File: src/sv/rgbhsv_pkg.sv
`default_nettype none
package rgbhsv_pkg;

	// pixel and result channel width
	localparam int PIX_W = 8;
	// hue numerator in sixtieths: hue_deg * c / 60, at most 6 * 255
	localparam int M_W = 11;
	// divider dividend and divisor widths (85 * m and 2 * c)
	localparam int NUM_W = 17;
	localparam int DEN_W = 9;
	// quotient bit index width
	localparam int SH_W = $clog2(PIX_W);

	// hue = 85 * m / (2 * c), which is 17 * (60 * m) / (24 * c)
	localparam logic [PIX_W-1:0] HUE_SCALE = 8'd85;

	// configuration register indexes
	localparam int REG_IDX_W = 3;
	localparam logic [REG_IDX_W-1:0] REG_RED_HUE_ABOVE = 3'd0;
	localparam logic [REG_IDX_W-1:0] REG_RED_HUE_BELOW = 3'd1;
	localparam logic [REG_IDX_W-1:0] REG_RED_SAT_MIN   = 3'd2;
	localparam logic [REG_IDX_W-1:0] REG_RED_VAL_MIN   = 3'd3;
	localparam logic [REG_IDX_W-1:0] REG_BLACK_HUE_MAX = 3'd4;
	localparam logic [REG_IDX_W-1:0] REG_BLACK_SAT_MAX = 3'd5;
	localparam logic [REG_IDX_W-1:0] REG_BLACK_VAL_MAX = 3'd6;

	// configuration reset values
	localparam logic [PIX_W-1:0] RST_RED_HUE_ABOVE = 8'd235;
	localparam logic [PIX_W-1:0] RST_RED_HUE_BELOW = 8'd10;
	localparam logic [PIX_W-1:0] RST_RED_SAT_MIN   = 8'd40;
	localparam logic [PIX_W-1:0] RST_RED_VAL_MIN   = 8'd30;
	localparam logic [PIX_W-1:0] RST_BLACK_HUE_MAX = 8'd240;
	localparam logic [PIX_W-1:0] RST_BLACK_SAT_MAX = 8'd155;
	localparam logic [PIX_W-1:0] RST_BLACK_VAL_MAX = 8'd70;

	// one division lane: partial remainder, divisor, quotient so far
	typedef struct packed {
		logic [NUM_W-1:0] rem;
		logic [DEN_W-1:0] den;
		logic [PIX_W-1:0] quo;
	} div_lane_t;

	// payload between front end, divider and classifier
	typedef struct packed {
		div_lane_t        hue;
		div_lane_t        sat;
		logic [PIX_W-1:0] val;
	} div_bus_t;

	// class thresholds
	typedef struct packed {
		logic [PIX_W-1:0] red_hue_above;
		logic [PIX_W-1:0] red_hue_below;
		logic [PIX_W-1:0] red_sat_min;
		logic [PIX_W-1:0] red_val_min;
		logic [PIX_W-1:0] black_hue_max;
		logic [PIX_W-1:0] black_sat_max;
		logic [PIX_W-1:0] black_val_max;
	} cfg_t;

endpackage
`default_nettype wire

File: src/sv/rgbhsv_front.sv
`default_nettype none
module rgbhsv_front (
	input  wire logic                      clk,
	input  wire logic                      arst_n,
	input  wire logic                      in_valid,
	output logic                           in_ready,
	input  wire logic [rgbhsv_pkg::PIX_W-1:0] red_in,
	input  wire logic [rgbhsv_pkg::PIX_W-1:0] green_in,
	input  wire logic [rgbhsv_pkg::PIX_W-1:0] blue_in,
	output logic                           out_valid,
	input  wire logic                      out_ready,
	output rgbhsv_pkg::div_bus_t           out_bus
);
	import rgbhsv_pkg::*;

	// which hue formula applies
	localparam logic [1:0] SEL_BLUE    = 2'd0;
	localparam logic [1:0] SEL_GREEN   = 2'd1;
	localparam logic [1:0] SEL_RED_POS = 2'd2;
	localparam logic [1:0] SEL_RED_NEG = 2'd3;

	logic             v_s1, v_s2, v_s3;
	logic             en_s1, en_s2, en_s3;

	logic [PIX_W-1:0] r_s1, g_s1, b_s1, mx_s1, c_s1;
	logic [1:0]       sel_s1;
	logic [M_W-1:0]   m_s2;
	logic [PIX_W-1:0] mx_s2, c_s2;
	logic [DEN_W-1:0] hden_s2, sden_s2;
	div_bus_t         bus_s3;

	logic [PIX_W-1:0] mx, mn;
	logic [1:0]       sel;
	logic [M_W-1:0]   m;
	logic [M_W-1:0]   c_w, r_w, g_w, b_w;

	// a stage loads when empty or when its successor moves
	assign en_s3    = !v_s3 || out_ready;
	assign en_s2    = !v_s2 || en_s3;
	assign en_s1    = !v_s1 || en_s2;
	assign in_ready = en_s1;

	// stage 1: max, min and formula select (blue beats green beats red)
	always_comb begin
		mx = (red_in > green_in) ? red_in : green_in;
		if (blue_in > mx) mx = blue_in;
		mn = (red_in < green_in) ? red_in : green_in;
		if (blue_in < mn) mn = blue_in;
		if (mx == blue_in)        sel = SEL_BLUE;
		else if (mx == green_in)  sel = SEL_GREEN;
		else if (green_in >= blue_in) sel = SEL_RED_POS;
		else                      sel = SEL_RED_NEG;
	end

	// stage 2: hue numerator in sixtieths; wraps are harmless, result is in range
	assign c_w = M_W'(c_s1);
	assign r_w = M_W'(r_s1);
	assign g_w = M_W'(g_s1);
	assign b_w = M_W'(b_s1);

	always_comb begin
		case (sel_s1)
			SEL_BLUE:    m = (c_w << 2) + r_w - g_w;
			SEL_GREEN:   m = (c_w << 1) + b_w - r_w;
			SEL_RED_POS: m = g_w - b_w;
			SEL_RED_NEG: m = (c_w << 2) + (c_w << 1) + g_w - b_w;
			default:     m = '0;
		endcase
	end

	// valid bits
	always_ff @(posedge clk or negedge arst_n) begin
		if (!arst_n) begin
			v_s1 <= 1'b0;
			v_s2 <= 1'b0;
			v_s3 <= 1'b0;
		end else begin
			if (en_s1) v_s1 <= in_valid;
			if (en_s2) v_s2 <= v_s1;
			if (en_s3) v_s3 <= v_s2;
		end
	end

	// payload
	always_ff @(posedge clk) begin
		if (en_s1 && in_valid) begin
			r_s1   <= red_in;
			g_s1   <= green_in;
			b_s1   <= blue_in;
			mx_s1  <= mx;
			c_s1   <= mx - mn;
			sel_s1 <= sel;
		end
		if (en_s2 && v_s1) begin
			m_s2    <= m;
			mx_s2   <= mx_s1;
			c_s2    <= c_s1;
			// zero divisors only meet zero dividends; use one so quotient is zero
			hden_s2 <= (c_s1 == '0) ? DEN_W'(1) : {c_s1, 1'b0};
			sden_s2 <= (mx_s1 == '0) ? DEN_W'(1) : DEN_W'(mx_s1);
		end
		// stage 3: dividends
		if (en_s3 && v_s2) begin
			bus_s3.hue.rem <= NUM_W'(m_s2) * NUM_W'(HUE_SCALE);
			bus_s3.hue.den <= hden_s2;
			bus_s3.hue.quo <= '0;
			bus_s3.sat.rem <= (NUM_W'(c_s2) << PIX_W) - NUM_W'(c_s2);
			bus_s3.sat.den <= sden_s2;
			bus_s3.sat.quo <= '0;
			bus_s3.val     <= mx_s2;
		end
	end

	assign out_valid = v_s3;
	assign out_bus   = bus_s3;

endmodule
`default_nettype wire

File: src/sv/rgbhsv_div.sv
`default_nettype none
module rgbhsv_div (
	input  wire logic                  clk,
	input  wire logic                  arst_n,
	input  wire logic                  in_valid,
	output logic                       in_ready,
	input  wire rgbhsv_pkg::div_bus_t  in_bus,
	output logic                       out_valid,
	input  wire logic                  out_ready,
	output rgbhsv_pkg::div_bus_t       out_bus
);
	import rgbhsv_pkg::*;

	// quotient bits resolved per stage, high pair first
	localparam logic [SH_W-1:0] TOP_S1 = SH_W'(PIX_W - 1);
	localparam logic [SH_W-1:0] TOP_S2 = SH_W'(PIX_W - 3);
	localparam logic [SH_W-1:0] TOP_S3 = SH_W'(PIX_W - 5);
	localparam logic [SH_W-1:0] TOP_S4 = SH_W'(PIX_W - 7);

	// two restoring steps on one lane
	function automatic div_lane_t div_pair(div_lane_t x, logic [SH_W-1:0] top);
		div_lane_t       y;
		logic [NUM_W:0]  trial;
		logic [SH_W-1:0] sh;
		y = x;
		for (int j = 0; j < 2; j++) begin
			sh    = top - SH_W'(j);
			trial = {1'b0, y.rem} - ({{(NUM_W + 1 - DEN_W){1'b0}}, y.den} << sh);
			if (!trial[NUM_W]) begin
				y.rem     = trial[NUM_W-1:0];
				y.quo[sh] = 1'b1;
			end
		end
		return y;
	endfunction

	function automatic div_bus_t bus_pair(div_bus_t b, logic [SH_W-1:0] top);
		div_bus_t o;
		o     = b;
		o.hue = div_pair(b.hue, top);
		o.sat = div_pair(b.sat, top);
		return o;
	endfunction

	logic     v_s1, v_s2, v_s3, v_s4;
	logic     en_s1, en_s2, en_s3, en_s4;
	div_bus_t d_s1, d_s2, d_s3, d_s4;

	assign en_s4    = !v_s4 || out_ready;
	assign en_s3    = !v_s3 || en_s4;
	assign en_s2    = !v_s2 || en_s3;
	assign en_s1    = !v_s1 || en_s2;
	assign in_ready = en_s1;

	// valid bits
	always_ff @(posedge clk or negedge arst_n) begin
		if (!arst_n) begin
			v_s1 <= 1'b0;
			v_s2 <= 1'b0;
			v_s3 <= 1'b0;
			v_s4 <= 1'b0;
		end else begin
			if (en_s1) v_s1 <= in_valid;
			if (en_s2) v_s2 <= v_s1;
			if (en_s3) v_s3 <= v_s2;
			if (en_s4) v_s4 <= v_s3;
		end
	end

	// two quotient bits per stage
	always_ff @(posedge clk) begin
		if (en_s1 && in_valid) d_s1 <= bus_pair(in_bus, TOP_S1);
		if (en_s2 && v_s1)     d_s2 <= bus_pair(d_s1, TOP_S2);
		if (en_s3 && v_s2)     d_s3 <= bus_pair(d_s2, TOP_S3);
		if (en_s4 && v_s3)     d_s4 <= bus_pair(d_s3, TOP_S4);
	end

	assign out_valid = v_s4;
	assign out_bus   = d_s4;

endmodule
`default_nettype wire

File: src/sv/rgbhsv_classify.sv
`default_nettype none
module rgbhsv_classify (
	input  wire logic                        clk,
	input  wire logic                        arst_n,
	input  wire rgbhsv_pkg::cfg_t            cfg,
	input  wire logic                        in_valid,
	output logic                             in_ready,
	input  wire rgbhsv_pkg::div_bus_t        in_bus,
	output logic                             out_valid,
	input  wire logic                        out_ready,
	output logic [rgbhsv_pkg::PIX_W-1:0]     hue_out,
	output logic [rgbhsv_pkg::PIX_W-1:0]     sat_out,
	output logic [rgbhsv_pkg::PIX_W-1:0]     val_out,
	output logic                             is_red,
	output logic                             is_black
);
	import rgbhsv_pkg::*;

	// round to nearest, ties to even; remainder is below the divisor
	function automatic logic [PIX_W-1:0] round_even(div_lane_t x);
		logic [DEN_W:0] twice;
		logic           up;
		twice = {x.rem[DEN_W-1:0], 1'b0};
		up    = (twice > {1'b0, x.den}) || ((twice == {1'b0, x.den}) && x.quo[0]);
		return x.quo + PIX_W'(up);
	endfunction

	logic             v_s1, v_s2;
	logic             en_s1, en_s2;
	logic [PIX_W-1:0] hue_s1, sat_s1, val_s1;
	logic [PIX_W-1:0] hue_s2, sat_s2, val_s2;
	logic             red_s2, black_s2;

	assign en_s2    = !v_s2 || out_ready;
	assign en_s1    = !v_s1 || en_s2;
	assign in_ready = en_s1;

	always_ff @(posedge clk or negedge arst_n) begin
		if (!arst_n) begin
			v_s1 <= 1'b0;
			v_s2 <= 1'b0;
		end else begin
			if (en_s1) v_s1 <= in_valid;
			if (en_s2) v_s2 <= v_s1;
		end
	end

	// stage 1 rounds, stage 2 compares against thresholds
	always_ff @(posedge clk) begin
		if (en_s1 && in_valid) begin
			hue_s1 <= round_even(in_bus.hue);
			sat_s1 <= round_even(in_bus.sat);
			val_s1 <= in_bus.val;
		end
		if (en_s2 && v_s1) begin
			hue_s2   <= hue_s1;
			sat_s2   <= sat_s1;
			val_s2   <= val_s1;
			red_s2   <= ((hue_s1 > cfg.red_hue_above) || (hue_s1 < cfg.red_hue_below))
				&& (sat_s1 > cfg.red_sat_min) && (val_s1 > cfg.red_val_min);
			black_s2 <= (hue_s1 <= cfg.black_hue_max) && (sat_s1 <= cfg.black_sat_max)
				&& (val_s1 <= cfg.black_val_max);
		end
	end

	assign out_valid = v_s2;
	assign hue_out   = hue_s2;
	assign sat_out   = sat_s2;
	assign val_out   = val_s2;
	assign is_red    = red_s2;
	assign is_black  = black_s2;

endmodule
`default_nettype wire

File: src/sv/rgb_to_hsv_color_classifier_core.sv
// RGB to HSV converter with red and black class flags.
//
// Input channel: in_valid/in_ready carry one 8-bit R,G,B pixel per transaction.
// Output channel: out_valid/out_ready carry hue, saturation, value and the
// two class flags, one result transaction per pixel, in input order.
// Configuration: cfg_wr_en writes cfg_data into the threshold register
// selected by cfg_index (0..6); index 7 is ignored. Write only while idle.
//
// Nine register stages: 3 front-end stages (max/min, hue numerator,
// dividends), 4 divider stages resolving two quotient bits each for hue and
// saturation side by side, 1 rounding stage and 1 compare stage that is also
// the output register. Throughput is one pixel per cycle while the receiver
// keeps out_ready high.
//
// Reset clears every valid bit and loads the default thresholds.
// When the receiver stalls, each stage holds its transaction; empty stages
// keep filling, so in_ready drops only once the whole pipeline is full.
`default_nettype none
module rgb_to_hsv_color_classifier_core (
	input  wire logic                              clk,
	input  wire logic                              arst_n,
	input  wire logic                              cfg_wr_en,
	input  wire logic [rgbhsv_pkg::REG_IDX_W-1:0]  cfg_index,
	input  wire logic [rgbhsv_pkg::PIX_W-1:0]      cfg_data,
	input  wire logic                              in_valid,
	output logic                                   in_ready,
	input  wire logic [rgbhsv_pkg::PIX_W-1:0]      red_in,
	input  wire logic [rgbhsv_pkg::PIX_W-1:0]      green_in,
	input  wire logic [rgbhsv_pkg::PIX_W-1:0]      blue_in,
	output logic                                   out_valid,
	input  wire logic                              out_ready,
	output logic [rgbhsv_pkg::PIX_W-1:0]           hue_out,
	output logic [rgbhsv_pkg::PIX_W-1:0]           sat_out,
	output logic [rgbhsv_pkg::PIX_W-1:0]           val_out,
	output logic                                   is_red,
	output logic                                   is_black
);
	import rgbhsv_pkg::*;

	cfg_t     cfg_q;
	logic     fr_valid, fr_ready;
	div_bus_t fr_bus;
	logic     dv_valid, dv_ready;
	div_bus_t dv_bus;

	// threshold registers
	always_ff @(posedge clk or negedge arst_n) begin
		if (!arst_n) begin
			cfg_q.red_hue_above <= RST_RED_HUE_ABOVE;
			cfg_q.red_hue_below <= RST_RED_HUE_BELOW;
			cfg_q.red_sat_min   <= RST_RED_SAT_MIN;
			cfg_q.red_val_min   <= RST_RED_VAL_MIN;
			cfg_q.black_hue_max <= RST_BLACK_HUE_MAX;
			cfg_q.black_sat_max <= RST_BLACK_SAT_MAX;
			cfg_q.black_val_max <= RST_BLACK_VAL_MAX;
		end else if (cfg_wr_en) begin
			case (cfg_index)
				REG_RED_HUE_ABOVE: cfg_q.red_hue_above <= cfg_data;
				REG_RED_HUE_BELOW: cfg_q.red_hue_below <= cfg_data;
				REG_RED_SAT_MIN:   cfg_q.red_sat_min   <= cfg_data;
				REG_RED_VAL_MIN:   cfg_q.red_val_min   <= cfg_data;
				REG_BLACK_HUE_MAX: cfg_q.black_hue_max <= cfg_data;
				REG_BLACK_SAT_MAX: cfg_q.black_sat_max <= cfg_data;
				REG_BLACK_VAL_MAX: cfg_q.black_val_max <= cfg_data;
				default: ;
			endcase
		end
	end

	// max/min, hue numerator and dividends
	rgbhsv_front u_front (
		.clk       (clk),
		.arst_n    (arst_n),
		.in_valid  (in_valid),
		.in_ready  (in_ready),
		.red_in    (red_in),
		.green_in  (green_in),
		.blue_in   (blue_in),
		.out_valid (fr_valid),
		.out_ready (fr_ready),
		.out_bus   (fr_bus)
	);

	// hue and saturation division
	rgbhsv_div u_div (
		.clk       (clk),
		.arst_n    (arst_n),
		.in_valid  (fr_valid),
		.in_ready  (fr_ready),
		.in_bus    (fr_bus),
		.out_valid (dv_valid),
		.out_ready (dv_ready),
		.out_bus   (dv_bus)
	);

	// rounding and class flags
	rgbhsv_classify u_classify (
		.clk       (clk),
		.arst_n    (arst_n),
		.cfg       (cfg_q),
		.in_valid  (dv_valid),
		.in_ready  (dv_ready),
		.in_bus    (dv_bus),
		.out_valid (out_valid),
		.out_ready (out_ready),
		.hue_out   (hue_out),
		.sat_out   (sat_out),
		.val_out   (val_out),
		.is_red    (is_red),
		.is_black  (is_black)
	);

endmodule
`default_nettype wire

File: config.mk
export PLATFORM = sky130hd
export DESIGN_NAME = rgb_to_hsv_color_classifier_core
export DESIGN_NICKNAME = d
export VERILOG_FILES = /design/src/sv/rgbhsv_pkg.sv /design/src/sv/rgbhsv_front.sv /design/src/sv/rgbhsv_div.sv /design/src/sv/rgbhsv_classify.sv /design/src/sv/rgb_to_hsv_color_classifier_core.sv
export SDC_FILE = /design/constraint.sdc
export NUM_CORES = 1
export LEC_CHECK = 0
export ABC_AREA = 1
export BUFFER_PORTS_ARGS = -buffer_cell sky130_fd_sc_hd__clkbuf_2
export CORE_MARGIN = 2
export CORE_UTILIZATION = 50
export CTS_BUF_LIST = sky130_fd_sc_hd__clkbuf_4 sky130_fd_sc_hd__clkbuf_8
export DETAILED_ROUTE_END_ITERATION = 8
export GPL_TIMING_DRIVEN = 0
export PLACE_DENSITY = 0.69
export SYNTH_ARGS = -nofsm -noshare
export SYNTH_HDL_FRONTEND = slang
export SYNTH_SLANG_ARGS = --single-unit
File: constraint.sdc
create_clock -name clk -period 4 [get_ports clk]
set_input_delay 0.8 -clock clk [delete_from_list [all_inputs] [get_ports clk]]
set_output_delay 0.8 -clock clk [all_outputs]
set_load 0.02 [all_outputs]
Word-level counts from Yosys, hierarchy flattened:

Index checks and enable logic that the tools add are counted.

* $add $sub $neg: 28
* multipliers: 1
* div/mod/pow operators: 0
* $lt $le $gt $ge: 14
* equality and inequality tests: 13
* shift-type cells: 0
* muxes and demuxes: 32
* bitwise logic cells: 0
* reductions and logical operators: 48

Operators by type and width (count)
* two-way mux 17 bit: 22
* one-hot mux 11 bit (4 select lines): 1
* > comparator 8 bit: 5
* subtractor 17 x 10 -> 18 bit: 2
* subtractor 17 x 11 -> 18 bit: 2
* subtractor 17 x 12 -> 18 bit: 2
* subtractor 17 x 13 -> 18 bit: 2
* subtractor 17 x 14 -> 18 bit: 2
* subtractor 17 x 15 -> 18 bit: 2
* subtractor 17 x 16 -> 18 bit: 2
* subtractor 17 x 9 -> 18 bit: 2
* subtractor 11 x 8 -> 11 bit: 3
* two-way mux 8 bit: 4
* <= comparator 8 bit: 3
* less-than comparator 8 bit: 3
* == test 10 x 9 -> 1 bit: 2
* > comparator 10 x 9 -> 1 bit: 2
* two-way mux 9 bit: 2
* multiplier 11 x 7 -> 17 bit (second input constant): 1
* subtractor 16 x 8 -> 17 bit: 1
* adder 8 x 1 -> 8 bit: 2
* == test 8 bit: 2
* logical NOT 8 bit: 2
* logical AND 1 bit: 15
* other kinds (19): 50

* bits in registers: 526
* latch bits: 0
* bits in writable memories: 0
* memory bits (read-only): 0
* bits of input ports: 40
* output and inout port bits: 28
* word-level logic and storage cells: 221
* memories: 0

Longest topological paths before layout:

Gate-level depths: netlist of the first run.

* depth after elaboration: 11
* depth in mapped cells: 35

Cells and area by module:

From an unflattened synthesis of the first run, not the netlist that was laid out.

* cell total of the unflattened synthesis: 4011
* area, all modules: 36495.0 sq um

Modules (own cells, without submodules)
* rgbhsv_div: times used 1, cells an instance 2238, area each 19932.9 sq um
* rgbhsv_front: times used 1, cells an instance 1099, area each 10483.8 sq um
* rgbhsv_classify: times used 1, cells an instance 421, area each 3787.4 sq um
* rgb_to_hsv_color_classifier_core: times used 1, cells an instance 253, area each 2290.9 sq um

Worst setup path after synthesis of the first run:

Ideal clock, no wire load.

* kind: input port to flip-flop
* from: input port out_ready
* to: register u_div.d_s3[0] (netlist name), enable pin
* setup time: 0.502 ns
* arrival: 4.145 ns
* data required time: 3.498 ns
* slack: -0.647 ns
* stages on the path: 8
* cell sequence: nor2_1 inv_1 nor2_1 inv_1 nor2_1 inv_1 nor2_1 nor2_1

* longest elaborated chain between the ends: 5

Ends and longest elaborated chain
* start: declaration: RTL line rgb_to_hsv_color_classifier_core.sv:31 `input wire logic out_ready,`
* logical OR 1 bit: RTL line rgbhsv_classify.sv:34 `assign en_s2 = !v_s2 || out_ready;`
* logical OR 1 bit: RTL line rgbhsv_classify.sv:35 `assign en_s1 = !v_s1 || en_s2;`
* logical OR 1 bit: RTL line rgbhsv_div.sv:49 `assign en_s4 = !v_s4 || out_ready;`
* logical OR 1 bit: RTL line rgbhsv_div.sv:50 `assign en_s3 = !v_s3 || en_s4;`
* logical AND 1 bit: RTL line rgbhsv_div.sv:74 `if (en_s3 && v_s2) d_s3 <= bus_pair(d_s2, TOP_S3);`
* end signal: assignment: RTL line rgbhsv_div.sv:74
* end: declaration: RTL line rgbhsv_div.sv:47 `div_bus_t d_s1, d_s2, d_s3, d_s4;`

Every way passes these cells.
A chain may end at the register's enable or synchronous reset.

Worst setup path after layout of the first run:

* from: register u_div.d_s3[60] (netlist name)
* to: register u_div.d_s4, in the netlist u_div.out_bus[61], data pin

* longest elaborated chain between the ends: 5

Ends and longest elaborated chain
* subtractor 17 x 10 -> 18 bit: RTL line rgbhsv_div.sv:28 `trial = {1'b0, y.rem} - ({{(NUM_W + 1 - DEN_W){1'b0}}, y.den} << sh);`
* two-way mux 17 bit *: RTL line rgbhsv_div.sv:29 `if (!trial[NUM_W]) begin`
* two-way mux 17 bit *: RTL line rgbhsv_div.sv:75 `if (en_s4 && v_s3) d_s4 <= bus_pair(d_s3, TOP_S4);`
* subtractor 17 x 9 -> 18 bit: RTL line rgbhsv_div.sv:28
* two-way mux 9 bit *: RTL line rgbhsv_div.sv:29
* end signal: assignment: RTL line rgbhsv_div.sv:75
* end: declaration: RTL line rgbhsv_div.sv:47

Mark *: on every way between the ends. The rest lies on a longest branch, timed or not. The select of a mux whose other input is x is not followed.

==> results of run 1 <==
==> placed cells by master (no fill, tap or decap), types with 28 or more instances in the layout <==
cell      instances
ha_4             35
o21ai_0         145
clkbuf_2         59
dfrtp_1          38
a21oi_2          44
xnor2_1          58
nand3_2          38
inv_1           531
ha_1            289
buf_6            43
o21ai_1          31
inv_2            54
edfxtp_1        455
nor2_1          188
xor2_1          106
nand2_1         513
nand2_2          76
clkbuf_8        103
nor3_1           28
clkbuf_4         41
buf_4           269
o21ai_2          83
a21oi_1         144
fa_1             43
nand3_1          92
==> worst max-delay path by stage <==
| stage | slack [ns] | start | endpoint |
|---|---|---|---|
| 2_1_floorplan | -0.07 | green_in[3] | u_front.c_s1[7] |
| 3_3_place_gp | -0.90 | out_ready | u_front.sden_s2[6] |
| 3_5_place_dp | -0.93 | green_in[3] | u_front.c_s1[6] |
| 4_1_cts | -0.28 | u_div.d_s3[26] | u_div.out_bus[28] |
| 5_1_grt | -0.64 | u_div.d_s3[26] | u_div.out_bus[30] |
| 6_report | -0.36 | u_div.d_s3[60] | u_div.out_bus[61] |
==> per-layer routing <==
layer  wire length, µm  up-vias  GRT usage, %
met4              2770        0          8.00
met3              2690      184          2.99
met1             30300    11500          24.7
met5                 0        -             0
met2             36700      510          36.4
li1                  -    12200             -
==> timing repair <==
item                                    in CTS  in global routing
pin swaps                                  100                186
buffers inserted                           207                101
endpoints found under the setup margin     117                119
resized for setup                          242                357
gates cloned                                 6                  6
==> kinds of logic after synthesis <==
logic type	count (synthesis)	share of synthesized area (%)
adder cells (fa/ha/maj)	387	16.2
AO/OA/AOI/OAI	571	9.88
other	1	0.0116
AND/OR/NAND/NOR	1066	14.1
flip-flops	520	47.4
buffers and inverters	642	7.60
multiplexers	2	0.0697
XOR/XNOR	170	4.65
==> sequential cells by signal (all words and copies together) (netlist names), 9 cells and up <==
register,count
u_div.d_s3,71
u_div.d_s2,67
u_div.d_s1,63
u_div.out_bus,59
u_front.out_bus,59
cfg_q,56
u_front.m_s2,11
u_front.hden_s2,9
==> per-stage QoR <==
stage	area [µm²]	setup WS (ns)	TNS [ns]
global placement	34100	-0.897	-161.46
floorplan	32700	-0.0662	-0.351
detailed placement	34300	-0.931	-70.06
global route	40500	-0.636	-35.44
CTS	38600	-0.280	-10.11
finish	40500	-0.361	-15.72
==> area by class of cell <==
cell class,instances,area share [%]
multi-input cells,2198,40.8
clock buffers,138,4.12
well taps,855,2.64
inverters,599,5.70
repair buffers,383,7.54
plain buffers,41,0.856
flip-flops and latches,520,37.8
diodes,1,0.00618
clock inverters,20,0.559
==> out/summary.txt, run 1 <==
Status = finished with violations
RR Endpoint = u_div.out_bus[61]
Fmax = 229 MHz
WHS = 0.296 ns
Cts hold-fix bufs = 0
Final setup margin = -0.361 ns
Final setup fails = 73
Clock root cell = clkbuf_8
Crit. End Element = flip-flop
Max Cap Viol = 0
Crit Path Max Fanout = 5
1st-pass router iterations = 5
Relative slew slack = 33.1%
Tcrit/Tclk final = 109%
Synth Flop Type = edfxtp_1
Net total in the final layout = 4256
Critical Path RT = 4.40 ns
Worst-case reg-to-reg path depth = 31
Avg Vias per Cell = 5.14
Starting DRT DRC Count = 1430
Type of origin of the critical path = flip-flop
Pins Over Slew Limit = 0
CTS tree = yes
Critical path type = flip-flop to flip-flop
CP max stage cell = edfxtp_1
Gate Count Post-Synth = 3359
Worst r2r src = u_div.d_s3[60]
PortBufs = 67
Register area share after synthesis = 47.4%
Die Ht = 258 µm
Worst-path clk slew = 0.06 ns
Area growth syn-to-layout = 25.3%
Mapped cell area = 32300 µm²
Post-layout instance count excluding filler cells = 4755
Register area = 15300 µm²
Crit path DAT = 4.76 ns
DR DRC count = 0
Synth unique cells = 65
Slowest stage delay, CP = 0.44 ns
Via count = 24400
Worst skew pair latency = 0.68 ns
Antenna violations before repair = 1
Top post-synthesis cells by area = edfxtp_1 42%, ha_1 13%, nand2_1 6.9%
Ys Warns = 0
Final ANT Viol Nets = 0
DIE AREA = 66700 µm²
Syn nets = 3786
Leading area contributor after synthesis = edfxtp_1
Largest net degree at the start of global routing = 66
Top-count cell post-synth = nand2_1
DP HPWL = 49.0 mm
H-tree Lvls = 3
Placer Congestion = 0.931
Core box area = 64200 µm²
Post-synth ARST share = 12.5%
Wirelength per Cell = 15.2 µm
WL final = 72.4 mm
Most used cell, CP = nand2_2
HP Class = primary input to async pin
Sink Count = 520
Number of top-level pins = 68
Number of global-route vias before repair = 23300
R2R setup slack = -0.36 ns
Worst Path Buf+Inv = 5
GRT Total Usage = 20.3%
Violated checks = negative setup slack
Top Family by Delay on Critical Path = simple AND/OR/NAND/NOR gates
Max Root-Sink Buffers = 3
Fin Clk Skew = 0.0331 ns
#FFs+latches synth = 520
Num CTS Buffers = 86
Overflow left after global routing = 0
EDFF count, synth = 455
Final Hold Vio Count = 0
Worst path depth = 31
Die span in x = 258 µm
Area of the multi-input gates = 16500 µm²
Top cell type's share of synthesized area = 42.3%
Commonest cells post-synth = 595 x nand2_1, 588 x inv_1, 455 x edfxtp_1
Synthesized area per cell = 9.62 µm²
DP Cell Count = 4289
First-pass GRT wire length = 111 mm
Fill cell count = 4937
Initial Util = 50.3%
RSZ-0062 raised after global routing = yes
Worst-Margin Slew = 1.00 ns
Share of cells above drive strength 1 = 27.7%
Post-layout util = 63.1%
Row count = 93
Tmin final = 4.36 ns
Power of run 1 is not shown: default switching activity piles up to over one toggle a cycle in this logic, so the estimate is an artifact.
==> inputs of run 2 (changes only) <==
--- a/config.mk
+++ b/config.mk
@@ -12,7 +12,7 @@
 export CTS_BUF_LIST = sky130_fd_sc_hd__clkbuf_4 sky130_fd_sc_hd__clkbuf_8
 export DETAILED_ROUTE_END_ITERATION = 8
 export GPL_TIMING_DRIVEN = 0
-export PLACE_DENSITY = 0.69
+export PLACE_DENSITY = 0.67
 export SYNTH_ARGS = -nofsm -noshare
 export SYNTH_HDL_FRONTEND = slang
 export SYNTH_SLANG_ARGS = --single-unit
==> constraint.sdc (replaced) <==
create_clock -name clk -period 5.5 [get_ports clk]
set_input_delay 1.1 -clock clk [delete_from_list [all_inputs] [get_ports clk]]
set_output_delay 1.1 -clock clk [all_outputs]
set_load 0.02 [all_outputs]
==> run 2 against run 1 <==
Against the previous run:
- the run now ends clean
- routed wire length down 15%
- final area down 12%
- via count down 8.8%
- global-route usage down 1.7 points
- sequential share of layout area up 5.0 points
- worst hold slack better by 0.099 ns
- critical endpoint is now u_front.c_s1[7]
==> out/summary.txt, run 2 (synthesis gave the netlist of run 1 again) <==
Type of origin of the critical path = primary input (was flip-flop)
Hold Path Stages = 0
HP Start = u_div.d_s2[0]
Initial Util = 50.3% (unchanged)
Net total in the final layout = 3948 (was 4256)
Die span in x = 258 µm (unchanged)
DP Cell Count = 4289 (unchanged)
Worst r2r src = u_div.d_s3[60] (unchanged)
Row count = 93 (unchanged)
Final instance area = 35800 µm² (was 40500 µm²)
Largest net degree at the start of global routing = 66 (unchanged)
Tcrit/Tclk final = 92.9%
Antenna violations before repair = 1 (unchanged)
Fin Clk Skew = 0.0301 ns (was 0.0331 ns)
Worst skew pair latency = 0.66 ns (was 0.68 ns)
Post-layout instance count excluding filler cells = 4452 (was 4755)
Starting DRT DRC Count = 1072 (was 1430)
Fmax = 196 MHz
Relative slew slack = 33.2% (was 33.1%)
Crit Path Max Fanout = 10 (was 5)
DIE AREA = 66700 µm² (unchanged)
Share of cells above drive strength 1 = 10.0% (was 27.7%)
Placed Area = 33900 µm² (was 34300 µm²)
Status = completed (was finished with violations)
Critical Path RT = 5.90 ns (was 4.40 ns)
Critical path type = primary input to flip-flop (was flip-flop to flip-flop)
Crit. End Element = flip-flop (unchanged)
Worst Path Buf+Inv = 6 (was 5)
Avg Vias per Cell = 5.00 (was 5.14)
Core box area = 64200 µm² (unchanged)
Overflow left after global routing = 0 (unchanged)
Sink Count = 520 (unchanged)
Final setup margin = 0.388 ns (was -0.361 ns)
Pins Over Slew Limit = 0 (unchanged)
DR DRC count = 0 (unchanged)
Final Hold Vio Count = 0 (unchanged)
CP max stage cell = clkbuf_1 (was edfxtp_1)
R2R setup slack = 0.49 ns (was -0.36 ns)
HP Class = flip-flop to flip-flop (was primary input to async pin)
First-pass GRT wire length = 101 mm (was 111 mm)
1st-pass router iterations = 7 (was 5)
Max Cap Viol = 0 (unchanged)
Biggest register = u_div.d_s3 (unchanged)
Clock root cell = clkbuf_8 (unchanged)
Most used cell, CP = nand2_1 (was nand2_2)
Wirelength per Cell = 13.8 µm (was 15.2 µm)
Max Root-Sink Buffers = 3 (unchanged)
Area growth syn-to-layout = 10.8% (was 25.3%)
Tmin final = 5.11 ns
Cts hold-fix bufs = 0 (unchanged)
GRT Total Usage = 18.6% (was 20.3%)
Die Ht = 258 µm (unchanged)
Number of global-route vias before repair = 21500 (was 23300)
DP HPWL = 48.8 mm (was 49.0 mm)
Number of top-level pins = 68 (unchanged)
Hold Path End = u_div.d_s3[0]
H-tree Lvls = 3 (unchanged)
Max reg flops = 71 (unchanged)
Top Family by Delay on Critical Path = simple AND/OR/NAND/NOR gates (unchanged)
Commonest non-fill, non-tap cell in the layout = nand2_1 (was inv_1)
WL final = 61.5 mm (was 72.4 mm)
Worst-path clk slew = 0.06 ns (about the same)
Post-layout util = 55.8% (was 63.1%)
Fill cell count = 5672 (was 4937)
RR Endpoint = u_div.out_bus[62] (was u_div.out_bus[61])
Final setup fails = 0 (was 73)
Placer Congestion = 0.923 (was 0.931)
Largest registers = u_div.d_s3: 71 flops, u_div.d_s2: 67 flops, u_div.d_s1: 63 flops (unchanged)
Slowest stage delay, CP = 0.36 ns (was 0.44 ns)
Num CTS Buffers = 86 (unchanged)
CTS tree = yes (unchanged)
Worst-Margin Slew = 1.00 ns (about the same)
PortBufs = 67 (unchanged)
Final ANT Viol Nets = 0 (unchanged)
Pre-CTS setup slack = -0.273 ns (was -0.931 ns)
Via count = 22300 (was 24400)
Crit path DAT = 5.52 ns (was 4.76 ns)
Worst-case reg-to-reg path depth = 30 (was 31)
Most frequent cells in the layout = 595 x nand2_1, 585 x inv_1, 455 x edfxtp_1, 333 x ha_1, 235 x o21ai_0 (was 531 x inv_1, 513 x nand2_1, 455 x edfxtp_1, 289 x ha_1, 269 x buf_4)
[run 2: layout make-up]
class | count | area [µm²] | area share (%)
Tap cell | 855 | 1070 | 2.99
Timing Repair Buffer | 75 | 508 | 1.42
Clock inverter | 38 | 319 | 0.891
Antenna cell | 2 | 5.00 | 0.0140
Sequential cell | 520 | 15300 | 42.8
Clock buffer | 124 | 1540 | 4.29
Multi-Input combinational cell | 2197 | 14600 | 40.7
Inverter | 599 | 2250 | 6.28
Buffer | 42 | 210 | 0.587
[run 2: worst reg2reg max path: cells and delay by family (launching register included)]
family / cells / cell delay, ns
buffers and inverters: 4 / 0.58
adder cells (fa/ha/maj): 3 / 0.85
flip-flops: 1 / 0.44
AO/OA/AOI/OAI: 9 / 1.38
AND/OR/NAND/NOR: 14 / 1.50
[run 2: how the worst max path moves through the flow]
stage | startpoint | to | slack (ns) | depth (start not counted)
finish | green_in[7] | u_front.c_s1[7] | 0.39 | 28
CTS | u_div.d_s3[26] | u_div.out_bus[30] | 0.15 | 34
floorplan | out_ready | u_div.d_s3[0] | 0.55 | 8
detailed placement | green_in[7] | u_front.c_s1[6] | -0.27 | 28
global route | u_div.d_s3[26] | u_div.out_bus[30] | -0.04 | 34
global placement | out_ready | u_div.d_s3[39] | -0.63 | 9
[run 2: repair_timing]
item,in CTS,in global routing
hold endpoints to repair,0,0
endpoints found under the setup margin,0,38
gates resized for setup,0,15
setup buffers,0,0
[run 2: stage by stage]
stage	TNS, ns	hold WS [ns]
6_report	0	0.395
5_1_grt	-0.0643	0.410
4_1_cts	0	0.406
3_5_place_dp	-1.24	0.405
3_3_place_gp	-72.77	0.400
2_1_floorplan	0	0.400
[run 2: routing by layer]
| layer | GRT usage [%] | wire length, µm | up-vias |
|---|---|---|---|
| met2 | 32.4 | 29900 | 356 |
| met3 | 2.95 | 2490 | 124 |
| met5 | 0 | 0 | - |
| li1 | - | - | 11600 |
| met1 | 23.4 | 27300 | 10200 |
| met4 | 6.81 | 1860 | 0 |
Power of run 2 is left out for the same reason.
